File: config.mk
export PLATFORM = sky130hd
export DESIGN_NAME = swm_divider
export DESIGN_NICKNAME = d
export VERILOG_FILES = /design/src/rtl/core/swm_pkg.sv /design/src/rtl/core/swm_divider.sv
export SDC_FILE = /design/constraint.sdc
export NUM_CORES = 1
export LEC_CHECK = 0
export BUFFER_PORTS_ARGS = -buffer_cell sky130_fd_sc_hd__buf_2
export CORE_MARGIN = 3
export CORE_UTILIZATION = 40
export CTS_CLUSTER_DIAMETER = 50
export CTS_CLUSTER_SIZE = 40
export DETAILED_ROUTE_END_ITERATION = 7
export SLEW_MARGIN = 10
export SYNTH_ARGS = -nofsm -noshare
export SYNTH_HDL_FRONTEND = slang
export SYNTH_SLANG_ARGS = --single-unit
export TNS_END_PERCENT = 10
File: constraint.sdc
create_clock -name clk -period 4.4 [get_ports clk]
set_input_delay 0.44 -clock clk [delete_from_list [all_inputs] [get_ports clk]]
set_output_delay 0.44 -clock clk [all_outputs]
set_load 0.01 [all_outputs]
File: src/rtl/core/swm_pkg.sv
// ----------------------------------------------------------------------------
// SSIM window metric package
// Shared types, field layouts and fixed constants of the SSIM window metric.
// ----------------------------------------------------------------------------
`default_nettype none

package swm_pkg;

	// Fixed SSIM constants for a window of 64 pixels.
	localparam int          K_C1       = 26634;
	localparam int          K_C2       = 239708;
	localparam int          WIN_PIXELS = 64;
	localparam int          K_SHIFT    = 12;
	localparam logic [31:0] C1 = 32'((64'(K_C1) * WIN_PIXELS * WIN_PIXELS) >> K_SHIFT);
	localparam logic [31:0] C2 = 32'((64'(K_C2) * WIN_PIXELS * WIN_PIXELS) >> K_SHIFT);

	// Width of the shared divisor and of the partial remainder.
	localparam int DIV_W = 61;

	// Register indexes on the configuration port (address bit 2).
	localparam logic REG_FRAME_WIDTH  = 1'b0;
	localparam logic REG_FRAME_HEIGHT = 1'b1;

	typedef struct packed {
		logic [7:0] src_pixel;
		logic [7:0] ref_pixel;
	} swm_pixel_t;

	typedef struct packed {
		logic               is_frame_mean;
		logic [11:0]        window_x;
		logic [11:0]        window_y;
		logic signed [17:0] ssim_value;
		logic [19:0]        windows_so_far;
		logic               last_of_item;
	} swm_result_t;

	// One 4x4 block: r in [23:12], s in [11:0]; s*r in [59:40], r*r in [39:20],
	// s*s in [19:0].
	typedef struct packed {
		logic [23:0] pixel_sums;
		logic [59:0] square_sums;
	} swm_block_t;

	// Sums over one 8x8 window.
	typedef struct packed {
		logic [13:0] s;
		logic [13:0] r;
		logic [21:0] ss;
		logic [21:0] rr;
		logic [21:0] sr;
	} swm_sums_t;

	// Numerator magnitude and denominator of one window, ready for division.
	typedef struct packed {
		logic             neg;
		logic             bad;
		logic [62:0]      mag;
		logic [DIV_W-1:0] den;
	} swm_ratio_t;

	typedef enum logic [3:0] {
		ST_IDLE,
		ST_UPDATE,
		ST_GATHER,
		ST_CALC,
		ST_DIV,
		ST_WIN_OUT,
		ST_MEAN_START,
		ST_MEAN_DIV,
		ST_MEAN_OUT
	} swm_state_t;

endpackage

`default_nettype wire

File: src/rtl/core/swm_divider.sv
// ----------------------------------------------------------------------------
// SSIM restoring divider
// Shared radix-2 divider producing one quotient bit per cycle.
// ----------------------------------------------------------------------------
`default_nettype none

module swm_divider import swm_pkg::*; #(
	parameter int QB = 17
) (
	input  wire logic             clk,
	input  wire logic             arst_n,
	input  wire logic             start,
	input  wire logic [DIV_W-1:0] rem_init,
	input  wire logic [QB-1:0]    low_bits,
	input  wire logic [DIV_W-1:0] divisor,
	output logic                  busy,
	output logic                  done,
	output logic [QB-1:0]         quotient
);

	localparam int CNTW = $clog2(QB + 1);

	logic [CNTW-1:0]  cnt_q;
	logic             busy_q, done_q;
	logic [DIV_W-1:0] rem_q, div_q;
	logic [QB-1:0]    bits_q, quo_q;
	logic [DIV_W:0]   trial;
	logic             ge;

	assign trial = {rem_q, bits_q[QB-1]};
	assign ge    = trial >= {1'b0, div_q};

	always_ff @(posedge clk or negedge arst_n) begin
		if (!arst_n) begin
			busy_q <= 1'b0;
			done_q <= 1'b0;
			cnt_q  <= '0;
		end else begin
			done_q <= 1'b0;
			if (start) begin
				busy_q <= 1'b1;
				cnt_q  <= CNTW'(QB);
			end else if (busy_q) begin
				cnt_q <= cnt_q - CNTW'(1);
				if (cnt_q == CNTW'(1)) begin
					busy_q <= 1'b0;
					done_q <= 1'b1;
				end
			end
		end
	end

	always_ff @(posedge clk) begin
		if (start) begin
			rem_q  <= rem_init;
			bits_q <= low_bits;
			div_q  <= divisor;
			quo_q  <= '0;
		end else if (busy_q) begin
			rem_q  <= ge ? DIV_W'(trial - {1'b0, div_q}) : trial[DIV_W-1:0];
			bits_q <= bits_q << 1;
			quo_q  <= {quo_q[QB-2:0], ge};
		end
	end

	assign busy     = busy_q;
	assign done     = done_q;
	assign quotient = quo_q;

endmodule

`default_nettype wire

# Word level (Yosys, flattened, before mapping)
# Index checks and enable logic that the tools add are counted.
# word_totals
reg_bits	163
input_bits	142
output_inout_bits	19
elab_cells	25
# op_classes
addsub	2
magnitude_cmp	1
eq_ne	1
mux	13
n_reduce_logical	1
# ops
cell	n
two-way mux 61 bit	3
>= comparator 62 x 61 -> 1 bit	1
subtractor 61 bit	1
two-way mux 17 bit	2
two-way mux 5 bit	2
two-way mux 1 bit	6
equality test 5 x 1 -> 1 bit (second input constant)	1
subtractor 5 x 1 -> 5 bit (second input constant)	1
nonzero test 2 bit	1

# Longest topological paths before layout
# logic_depth
ltp_word	4
mapped_depth	16
mapped_depth_nobuf	14

# Worst setup path before layout
# OpenSTA, ideal clock, no wires.
# synth_path
path_kind	reg-to-reg
start	reg rem_q[6]
end	reg rem_q[34] (data pin)
arrival_ns	2.952
slack_ns	1.178
path_stages_with_launch	14
n_path_buf	2
synth_period_minus_slack_ns	3.222
cell_sequence	edfxtp_1 ha_1 and4_1 and4_1 o2bb2ai_1 o21ai_1 a211oi_2 o21ai_1 and2_1 o311ai_4 buf_6 buf_6 mux2i_1 a21oi_1
# synth_via
elab_chain_cells	4
elab_cells_between_ends	5
classes_between	add/sub (1); order compare (1); mux (3)
# synth_rtl
item	line	source
start: declaration	swm_divider.sv:25	logic [DIV_W-1:0] rem_q, div_q;
start signal: assignment	swm_divider.sv:55	rem_q <= rem_init;
start signal: assignment	swm_divider.sv:60	rem_q <= ge ? DIV_W'(trial - {1'b0, div_q}) : trial[DIV_W-1:0];
subtractor 61 bit / >= comparator 62 x 61 -> 1 bit (equally long branches)	swm_divider.sv:60, swm_divider.sv:31	
two-way mux 61 bit (*)	swm_divider.sv:60	
two-way mux 61 bit (*)	swm_divider.sv:59	end else if (busy_q) begin
two-way mux 61 bit (*)	swm_divider.sv:54	if (start) begin
# Every way passes the cells marked *; elsewhere a longest branch is shown, timed or not. The select of a mux whose other input is x is not followed.
# A chain may end at the register's enable or synchronous reset.

# Final worst setup path
# layout_path
start	reg rem_q[6]
end	reg rem_q[32] (data pin)
# Same word-level chain as after synthesis.

==> reports/metrics.yaml <==
outcome:
  outcome: "finished, final reports clean"
synthesis:
  synth_edf_count: 139
  yosys_warnings: 0
  synth_xor_area_share_pct: 4.75
  synth_area_sq_mm: 0.0105
  ys.flop_type: "edfxtp_1"
  synth.area.mux_share_pct: 8.49
  synthAdderAreaFrac_pct: 7.69
  synth.distinct_cells: 65
  synth_top_cell_area_share_pct: 39.7
  yosys-top-cells-area: "edfxtp_1 (40%), ha_1 (7.5%), mux2i_1 (6.7%), a21oi_1 (5.5%), nor2_1 (4.2%)"
  synthArstFlopShare_pct: 4.29
  synth-simple-area-share_pct: 12.8
  synth_top_family_by_area: "compound AO/OA/AOI/OAI gates"
  synth_nets: 1280
  synth_seq_cells: 163
  syn_inst: 1074
  ys_seq_area_share_pct: 44.6
  syn_avg_cell_area_sq_um: 9.78
  synth_compound_area_share_pct: 16.5
  yosysTopAreaCell: "edfxtp_1"
power_and_ir_drop:
  intPower_mw: 4.99
  comb_power_share_pct: 53.5
  p_switching_mw: 3.66
  power_density_mw_per_mm2: 708
  pwr-share-seq_pct: 28.2
  clockPowerShare_pct: 18.2
  ir_drop_uv: 422
  p_leak_nw: 5.54
  switching_share_pct: 42.3
final_layout:
  fin_util_pct: 48.0
  final_area_sq_mm: 0.0122
  drive_gt1_share_pct: 18.9
  multi_input_area_sq_mm: 0.00529
  area.growth.synth_to_final_pct: 16.4
  fillers: 2510
  final_nets: 1418
  final_common_cell: "buf_2"
  regArea_sq_mm: 0.00469
  layout_common_cells: "buf_2 (159), edfxtp_1 (139), nor2_1 (117)"
clock_network:
  h-tree-depth: 4
  clockBufferDepth: 2
  cts_buffers: 17
  cts_tree: "yes"
  cts_sinks: 163
  root_buffer: "clkbuf_16"
  postCtsSetupRepairBufs: 0
  clk_latency_ps: 450
  clk_pin_slew_worst_paths_ps: 80
worst_setup_path:
  path_max_fanout: 27
  crit_path_end_kind: "register"
  cp.arrival_ps: 4020
  slowest_delay_ps: 510
  crit_family: "compound AO/OA/AOI/OAI gates"
  rr_endpoint: "rem_q[32]$_DFFE_PP_"
  ff2ff_setup_slack_ps: 540
  crit_type: "reg2reg"
  worstPathBufferInverterCount: 1
  r2r_cells: 12
  crit_path_cell_trace: "ha_1, a21o_1, nand3_1, a311oi_1, o21ai_1, a211oi_2, o21ai_1, and2_1, o311ai_4, buf_4, mux2i_1, a21oi_1"
  critPathRequiredTime_ps: 4560
  r2r_start: "rem_q[6]$_DFFE_PP_"
  slowest_stage: "a311oi_1"
  cp-start-kind: "register"
  crit_top_cell: "o21ai_1"
grt:
  antenna_found_initial: 6
  grt_pass1_wl_mm: 43.4
  grt_util_all_layers_pct: 19.0
  grt_overflow: 0
  grt_start_max_net_pins: 79
  grt_pass1_vias: 8487
routing:
  via_count: 8379
  drtIter0Drc: 581
  first_pass_iters: 5
  viasPerCell: 5.38
  wl_mm: 26.7
  wl_per_cell_um: 17.1
  drcViolationCount: 0
  ant_nets: 0
die:
  die_h_um: 168
  core_sq_mm: 0.0255
  row_count: 58
  dieArea_sq_mm: 0.0282
  die_w_um: 168
  initial_core_util_pct: 41.2
  io_pins: 161
placement:
  place_area_sq_mm: 0.0116
  dp_hpwl_mm: 19.6
  io_buffers: 160
  gp_congestion: 0.878
sta:
  finalClockSkew_ps: 16.4
  hold_viol: 0
  timing.fmax_mhz: 259
  setup_tns_ps: 0
  relSlewSlack_pct: 42.1
  post-route-period-util_pct: 87.7
  setup_viol_count_final: 0
  finalMaxSlewViolations: 0
  period_needed_ps: 3860
  worst_slew_pin_slew_ps: 868
  rsz0062_at_grt: "false"
job:
  drv_cap: 0
hold_path:
  min_to: "div_q[7]$_DFFE_PP_"
  hp-start: "divisor[7]"
  hold_depth: 1
  worstHoldPathType: "in2reg"
[timing repair]
action | in CTS | in global routing
hold buffers | 1 | 0
resized for setup | 0 | 0
hold endpoints to repair | 7 | 0
[power by group through the flow]
stage | sequential, mW | combinational (mW) | clock [mW]
2_1_floorplan | 2.41 | 3.64 | 0
3_3_place_gp | 2.47 | 4.56 | 0
3_5_place_dp | 2.47 | 4.60 | 0
4_1_cts | 2.45 | 4.63 | 1.62
5_1_grt | 2.50 | 5.18 | 1.67
6_report | 2.45 | 4.63 | 1.58
[per-stage QoR]
step / total power, mW / setup WS, ps / instances / hold slack, ps
floorplan: 6.05 / 1180 / 1074 / 144
global placement: 7.03 / 647 / 1521 / 282
detailed placement: 7.08 / 529 / 1521 / 285
CTS: 8.70 / 497 / 1554 / 146
global route: 9.35 / 125 / 1557 / 144
finish: 8.66 / 540 / 1557 / 164
[layout make-up]
class                   count  area share, %
diodes                      2         0.0409
clock inverters            15           1.64
multi-input cells         778           43.2
repair buffers            168           7.34
flip-flops and latches    163           38.3
inverters                  84           2.59
clock buffers              17           3.48
well taps                 330           3.38
[worst register-to-register path: cells and delay by family (launching register included)]
kind / cells / cell delay, ps
AO/OA/AOI/OAI: 7 / 1730
buffers and inverters: 1 / 480
adder cells (fa/ha/maj): 1 / 400
flip-flops: 1 / 390
AND/OR/NAND/NOR: 2 / 320
multiplexers: 1 / 260
[registers in the layout (all words and copies together), names as in the netlist]
| register | cells |
|---|---|
| cnt_q | 5 |
| done | 1 |
| rem_q | 61 |
| bits_q | 17 |
| busy | 1 |
| quotient | 17 |
| div_q | 61 |
[cell families after synthesis]
kind of cell    after synthesis
buf+inv                     133
compound gates              280
xor+xnor                     57
simple gates                290
fa+ha+maj                    64
flops                       163
mux                          87
[per-layer routing]
metal  GRT usage [%]  vias up  routed length [um]  share of wire [%]
met2            30.6      222               12200                 46
met3            5.02       33                1600                6.0
met5               0        -                  28               0.10
met4            4.62        6                 415                1.6
met1            25.6     3940               12400                 46
li1                -     4178                   -                  -
[synth_stat cells, drive strengths merged, types with 3 or more instances]
| library cell | instances |
|---|---|
| a211oi | 7 |
| a21boi | 4 |
| a21o | 27 |
| a21oi | 115 |
| a221o | 4 |
| a31oi | 7 |
| and2 | 9 |
| and3 | 9 |
| and4 | 4 |
| buf | 10 |
| clkbuf | 39 |
| dfrtp | 7 |
| dfxtp | 17 |
| edfxtp | 139 |
| ha | 63 |
| inv | 84 |
| mux2 | 17 |
| mux2i | 70 |
| nand2 | 63 |
| nand2b | 5 |
| nand3 | 21 |
| nand4 | 18 |
| nor2 | 117 |
| nor2b | 5 |
| nor3 | 14 |
| nor3b | 4 |
| o21a | 8 |
| o21ai | 59 |
| o21bai | 15 |
| o22a | 3 |
| o31ai | 3 |
| or2 | 6 |
| or3 | 7 |
| xnor2 | 31 |
| xor2 | 26 |
[worst max path at each step]
stage / end / slack, ps / start / cells after the start
3_5_place_dp: rem_q[30]$_DFFE_PP_ / 530 / rem_q[6]$_DFFE_PP_ / 12
5_1_grt: rem_q[32]$_DFFE_PP_ / 120 / rem_q[6]$_DFFE_PP_ / 12
3_3_place_gp: rem_q[21]$_DFFE_PP_ / 650 / rem_q[6]$_DFFE_PP_ / 12
6_report: rem_q[32]$_DFFE_PP_ / 540 / rem_q[6]$_DFFE_PP_ / 12
2_1_floorplan: rem_q[34]$_DFFE_PP_ / 1180 / rem_q[6]$_DFFE_PP_ / 13
4_1_cts: rem_q[38]$_DFFE_PP_ / 500 / rem_q[6]$_DFFE_PP_ / 12
(Power assumes the default switching activity.)
